===== src/rtl/core/ple_pkg.sv =====
`timescale 1ns / 1ps
// Shared types and constants for the positional list engine.
// No dependencies; used by every module under rtl/core.
package ple_pkg;

    localparam int DEF_CAPACITY = 256;
    localparam int POS_W        = 16;
    localparam int VAL_W        = 32;
    localparam int OUT_W        = 9;
    localparam int RADIX_W      = 4;   // reduction tree takes 16 children per node

    typedef enum logic [2:0] {
        OP_INSERT = 3'd0,
        OP_DELETE = 3'd1,
        OP_GET    = 3'd2,
        OP_LOCATE = 3'd3,
        OP_CLEAR  = 3'd4
    } t_opcode;

    typedef enum logic [1:0] {
        ST_OK    = 2'd0,
        ST_RANGE = 2'd1,
        ST_FULL  = 2'd2
    } t_status;

    typedef struct packed {
        logic [2:0]              opcode;
        logic [POS_W-1:0]        position;
        logic signed [VAL_W-1:0] value;
    } t_in_item;

    typedef struct packed {
        t_status                 status;
        logic signed [VAL_W-1:0] result_value;
        logic [OUT_W-1:0]        found_position;
        logic [OUT_W-1:0]        list_length;
        logic                    is_empty;
    } t_out_item;

    // broadcast to every cell on an accepted item
    typedef struct packed {
        logic                    go;
        logic                    ins;
        logic                    del;
        logic                    rd;
        logic                    loc;
        logic [POS_W-1:0]        pos_m1;
        logic signed [VAL_W-1:0] value;
        logic [POS_W-1:0]        lim;
    } t_cell_ctl;

endpackage


===== src/rtl/core/ple_cell.sv =====
`timescale 1ns / 1ps
// One list slot: holds an element, shifts up or down with its neighbors,
// and flags a position or value match. Depends on ple_pkg.
module ple_cell (
    input  logic                             i_clk,
    input  logic [ple_pkg::POS_W-1:0]        i_idx,
    input  ple_pkg::t_cell_ctl               i_ctl,
    input  logic signed [ple_pkg::VAL_W-1:0] i_left,
    input  logic signed [ple_pkg::VAL_W-1:0] i_right,
    output logic signed [ple_pkg::VAL_W-1:0] o_data,
    output logic                             o_hit,
    output logic signed [ple_pkg::VAL_W-1:0] o_tap
);
    import ple_pkg::*;

    logic signed [VAL_W-1:0] r_data;
    logic signed [VAL_W-1:0] r_tap;
    logic                    r_hit;
    logic                    at_pos;
    logic                    from_pos;
    logic                    live;

    assign at_pos   = (i_idx == i_ctl.pos_m1);
    assign from_pos = (i_idx >= i_ctl.pos_m1);
    assign live     = (i_idx < i_ctl.lim);

    always_ff @(posedge i_clk) begin
        if (i_ctl.go) begin
            r_hit <= (i_ctl.rd && at_pos) || (i_ctl.loc && live && (r_data == i_ctl.value));
            r_tap <= r_data;   // value before any shift, for get and delete
        end
        if (i_ctl.ins && from_pos) begin
            r_data <= at_pos ? i_ctl.value : i_left;
        end else if (i_ctl.del && from_pos) begin
            r_data <= i_right;
        end
    end

    assign o_data = r_data;
    assign o_hit  = r_hit;
    assign o_tap  = r_tap;

endmodule


===== config.mk =====
export PLATFORM = sky130hd
export DESIGN_NAME = ple_cell
export DESIGN_NICKNAME = d
export VERILOG_FILES = /design/src/rtl/core/ple_pkg.sv /design/src/rtl/core/ple_cell.sv
export SDC_FILE = /design/constraint.sdc
export NUM_CORES = 1
export LEC_CHECK = 0
export ABC_AREA = 1
export BUFFER_PORTS_ARGS = -buffer_cell sky130_fd_sc_hd__buf_4
export CAP_MARGIN = 20
export CORE_MARGIN = 5
export CORE_UTILIZATION = 46
export CTS_CLUSTER_DIAMETER = 100
export CTS_CLUSTER_SIZE = 16
export DETAILED_ROUTE_END_ITERATION = 7
export PLACE_DENSITY = 0.81
export SLEW_MARGIN = 20
export SYNTH_ARGS = -nofsm -noshare
export SYNTH_HDL_FRONTEND = slang
export SYNTH_SLANG_ARGS = --single-unit

===== constraint.sdc =====
create_clock -name i_clk -period 2.55 [get_ports i_clk]
set_input_delay 0.1275 -clock i_clk [delete_from_list [all_inputs] [get_ports i_clk]]
set_output_delay 0.1275 -clock i_clk [all_outputs]
set_load 0.05 [all_outputs]

# == Yosys cells after proc, flatten, opt, wreduce, memory -nomap -nowiden ==
# Cells that the tools add are included.
# totals
input_bits,150
out_inout_bits,65
word_cells,17
register_bits,65
# op_classes
order_cmp,2
mux,3
reduce_logical,7
n_eq_ne,2
# ops
operator,count
2-to-1 mux 32 bit,3
== test 32 bit,1
== test 16 bit,1
>= comparator 16 bit,1
< comparator 16 bit,1
logical AND 1 bit,5
nonzero test 2 bit,1
logical OR 1 bit,1

# == Depth between registers and ports, before layout ==
# logic_depth
ltp_word,4
depth_mapped,15
ltp_nobuf,14

# == Worst setup path after synthesis ==
# Ideal clock, no wire load.
# synth_path
path_kind,input -> register
from,in i_ctl[55] (netlist bit)
to,"reg r_data[0], in the netlist o_data[0], enable pin"
path_slack_ns,0.208
cell_stages,11
setup_ns,0.389
n_path_buf,1
required_time_ns,2.161
arrival_time_ns,1.952
cell_sequence,inv_1 ha_1 nand2_1 nor2_1 nand4_1 nor2_2 inv_2 nand3_2 nand2_2 buf_2 nand2_1
# synth_via
elab_chain_cells,3
word_cells_on_any_way,4
classes_between,order compare: 1; reduce/logical: 3
# synth_lines
element,line,text
"start, declared",ple_cell.sv:7,"input ple_pkg::t_cell_ctl i_ctl,"
>= comparator 16 bit *,ple_cell.sv:24,assign from_pos = (i_idx >= i_ctl.pos_m1);
logical AND 1 bit (on tied branches),"ple_cell.sv:32, ple_cell.sv:34",
nonzero test 2 bit (no line) *,-,
"end signal, assigned",ple_cell.sv:33,r_data <= at_pos ? i_ctl.value : i_left;
"end signal, assigned",ple_cell.sv:35,r_data <= i_right;
"end, declared",ple_cell.sv:16,logic signed [VAL_W-1:0] r_data;
# Every way passes the cells marked *; elsewhere a longest branch is shown, timed or not.
# A chain may end at the register's enable or synchronous reset.

# == Worst setup path in the final report ==
# layout_path
from,in i_idx[7] (netlist bit)
to,"reg r_data[12], in the netlist o_data[12], enable pin"
# layout_via
elab_chain_cells,3
word_cells_on_any_way,4
classes_between,order compare: 1; reduce/logical: 3
# layout_lines
element,line,text
"start, declared",ple_cell.sv:6,"input logic [ple_pkg::POS_W-1:0] i_idx,"
>= comparator 16 bit *,ple_cell.sv:24,
logical AND 1 bit (on tied branches),"ple_cell.sv:32, ple_cell.sv:34",
nonzero test 2 bit (no line) *,-,
# Marked as above.

==> impl_metrics.json <==
{
  "status": "finished, final reports clean",
  "nets": 906,
  "power.ir.vdd_worst_mv": 0.327,
  "holdCritPathClass": "in2reg",
  "yosys.area.top_type": "edfxtp_1",
  "hold_buffers": 0,
  "synth_nets": 691,
  "num_rows": 34,
  "crit_fanout": 17,
  "utilization": 0.690,
  "wl_per_cell_um": 15.9,
  "worstPathRequired_ns": 2.56,
  "overflow": 0,
  "fin_ws_ns": 0.749,
  "avgSynthCellArea_um2": 8.16,
  "worstMarginPinSlew_ns": 0.484,
  "grt_max_degree": 34,
  "io_pins": 215,
  "crit_type": "in2reg",
  "port_buffers": 214,
  "route.detailed.drc": 0,
  "cts_buffers": 9,
  "routed_via_density": 4.97,
  "fp.dieW_um": 105,
  "cts.htree.levels": 3,
  "grt_use_total": 0.237,
  "critical_path.slowest_cell": "ha_1",
  "drt-initial-drc-count": 212,
  "synthCells": 510,
  "post-cts-setup-buffers": 0,
  "leakage_nw": 3.20,
  "diodes": 0,
  "mostFrequentLayoutCells": "buf_4 (221), nand2_1 (206), edfxtp_1 (65)",
  "synth_area_leaders": "edfxtp_1 (47%), nand2_1 (19%), ha_1 (9.3%), inv_1 (5.7%), nand3_1 (4.1%)",
  "clkTransAtPathRegs_ns": 0.09,
  "top_layer": "met4",
  "dp_slack_ns": 0.389,
  "gp_congestion": 0.862,
  "met3_length_um": 1140,
  "cp.arrival_ns": 1.81,
  "final_common_cell": "buf_4",
  "synth_cell_types": 29,
  "fmax_ghz": 0.555,
  "ys_seq_elements": 65,
  "clock-sinks": 65,
  "drive_gt1_frac": 0.344,
  "maxCapViolCount": 0,
  "wl_met2_um": 6830,
  "dieArea_mm2": 0.0111,
  "timing.final.crit_share": 0.706,
  "period_minus_slack_ns": 1.80,
  "grt_pass1_wl_um": 20900,
  "initial_core_util": 0.475,
  "slew_viol_final": 0,
  "slew_headroom": 0.677,
  "wl_um": 13400,
  "dpl-instance-area_mm2": 0.00585,
  "die_height_um": 105,
  "postLayoutCellArea_mm2": 0.00605,
  "hold_viol_final": 0,
  "vias": 4169,
  "netlist.area_leader.share": 0.469,
  "setup_viol": 0,
  "grt_antenna_before_repair": 0,
  "clock_path_buffers": 2,
  "path_cells": "buf_4 -> ha_1 -> nand2_1 -> nor2_1 -> nand4_1 -> nor2_2 -> inv_2 -> nand3_2 -> nand2_2 -> nand2_1 -> buf_4",
  "syn_area_mm2": 0.00416,
  "end_kind": "register",
  "clock_latency_ns": 0.34,
  "slowest_delay_ns": 0.28,
  "skew_ns": 0.0129,
  "cts_resized": 0,
  "ant_nets": 0,
  "critPathBufInv": 3,
  "wl_met1_um": 5120,
  "firstDrtPassIters": 5,
  "cts_tree": "done",
  "fin_tns_setup_ns": 0,
  "crit_family": "simple AND/OR/NAND/NOR gates",
  "cts_root_buf": "clkbuf_8",
  "core_area_mm2": 0.00876,
  "synth_seq_area_share": 0.469,
  "fillerInstances": 720,
  "dp_hpwl_um": 10700,
  "grt_pass1_vias": 4200,
  "worstSetupStartpointType": "input pin",
  "power_mw": 3.82,
  "p_per_area_mw_per_mm2": 632,
  "yosysWarnings": 0,
  "syn_to_final_growth_pct": 45.3,
  "rsz0062_at_grt": "false"
}
-- sequential cells by signal (all words and copies together) (netlist names) --
name    count
o_data     32
o_tap      32
o_hit       1
-- metrics by stage --
step / std cells / hold slack [ns]
finish: 838 / 0.0457
global placement: 822 / 0.394
floorplan: 510 / 0.240
detailed placement: 822 / 0.396
global route: 838 / 0.0428
CTS: 838 / 0.0340
-- metal layers --
| metal | track usage | up-vias |
|---|---|---|
| met5 | 0 | - |
| met4 | 0.0731 | 0 |
| met3 | 0.0543 | 20 |
| met2 | 0.413 | 204 |
| met1 | 0.289 | 1867 |
| li1 | - | 2078 |
-- worst min-delay path, cell delays in order --
cell and delay (ns):
buf_4 0.07, nand2_1 0.04, nand2_1 0.04
-- path summary, 6_finish.rpt --
path | slack (ns) | startpoint | endpoint | cells after the start
max reg2reg | 1.02 | o_data[10] | o_hit | 7
min | 0.05 | i_right[4] | o_data[4] | 3
max | 0.75 | i_idx[7] | o_data[12] | 11
min reg2reg | 0.49 | o_data[25] | o_tap[25] | 0
-- layout make-up --
cell class | instances | area (um2) | share of cell area
repair buffers | 221 | 1660 | 0.274
well taps | 108 | 135 | 0.0223
multi-input cells | 364 | 1860 | 0.308
inverters | 64 | 240 | 0.0397
clock inverters | 7 | 77.6 | 0.0128
flip-flops and latches | 65 | 1950 | 0.323
clock buffers | 9 | 124 | 0.0205
-- power breakdown --
group | leakage, nW | internal, mW | switching, mW
Combinational | 2.47 | 0.483 | 0.938
Sequential | 0.626 | 1.39 | 0.113
Clock | 0.100 | 0.460 | 0.441
-- cells by family after synthesis --
| kind of cell | after synthesis | synth area share |
|---|---|---|
| simple gates | 274 | 0.263 |
| compound gates | 49 | 0.0700 |
| xor+xnor | 10 | 0.0210 |
| fa+ha+maj | 31 | 0.0931 |
| buf+inv | 81 | 0.0841 |
| flops | 65 | 0.469 |
-- synth_stat cells (all sizes together) --
master and instances:
a21oi 11, o21a 1, nand2 207, xnor2 2, a211oi 1, nor3 3
clkbuf 3, edfxtp 65, nand3 35, and2 1, nand4 1, inv 64
nor2 26, o21ai 34, o22ai 1, nand3b 1, xor2 8, ha 31
buf 14, o21bai 1
No activity file was read; power rests on OpenSTA's default activity.
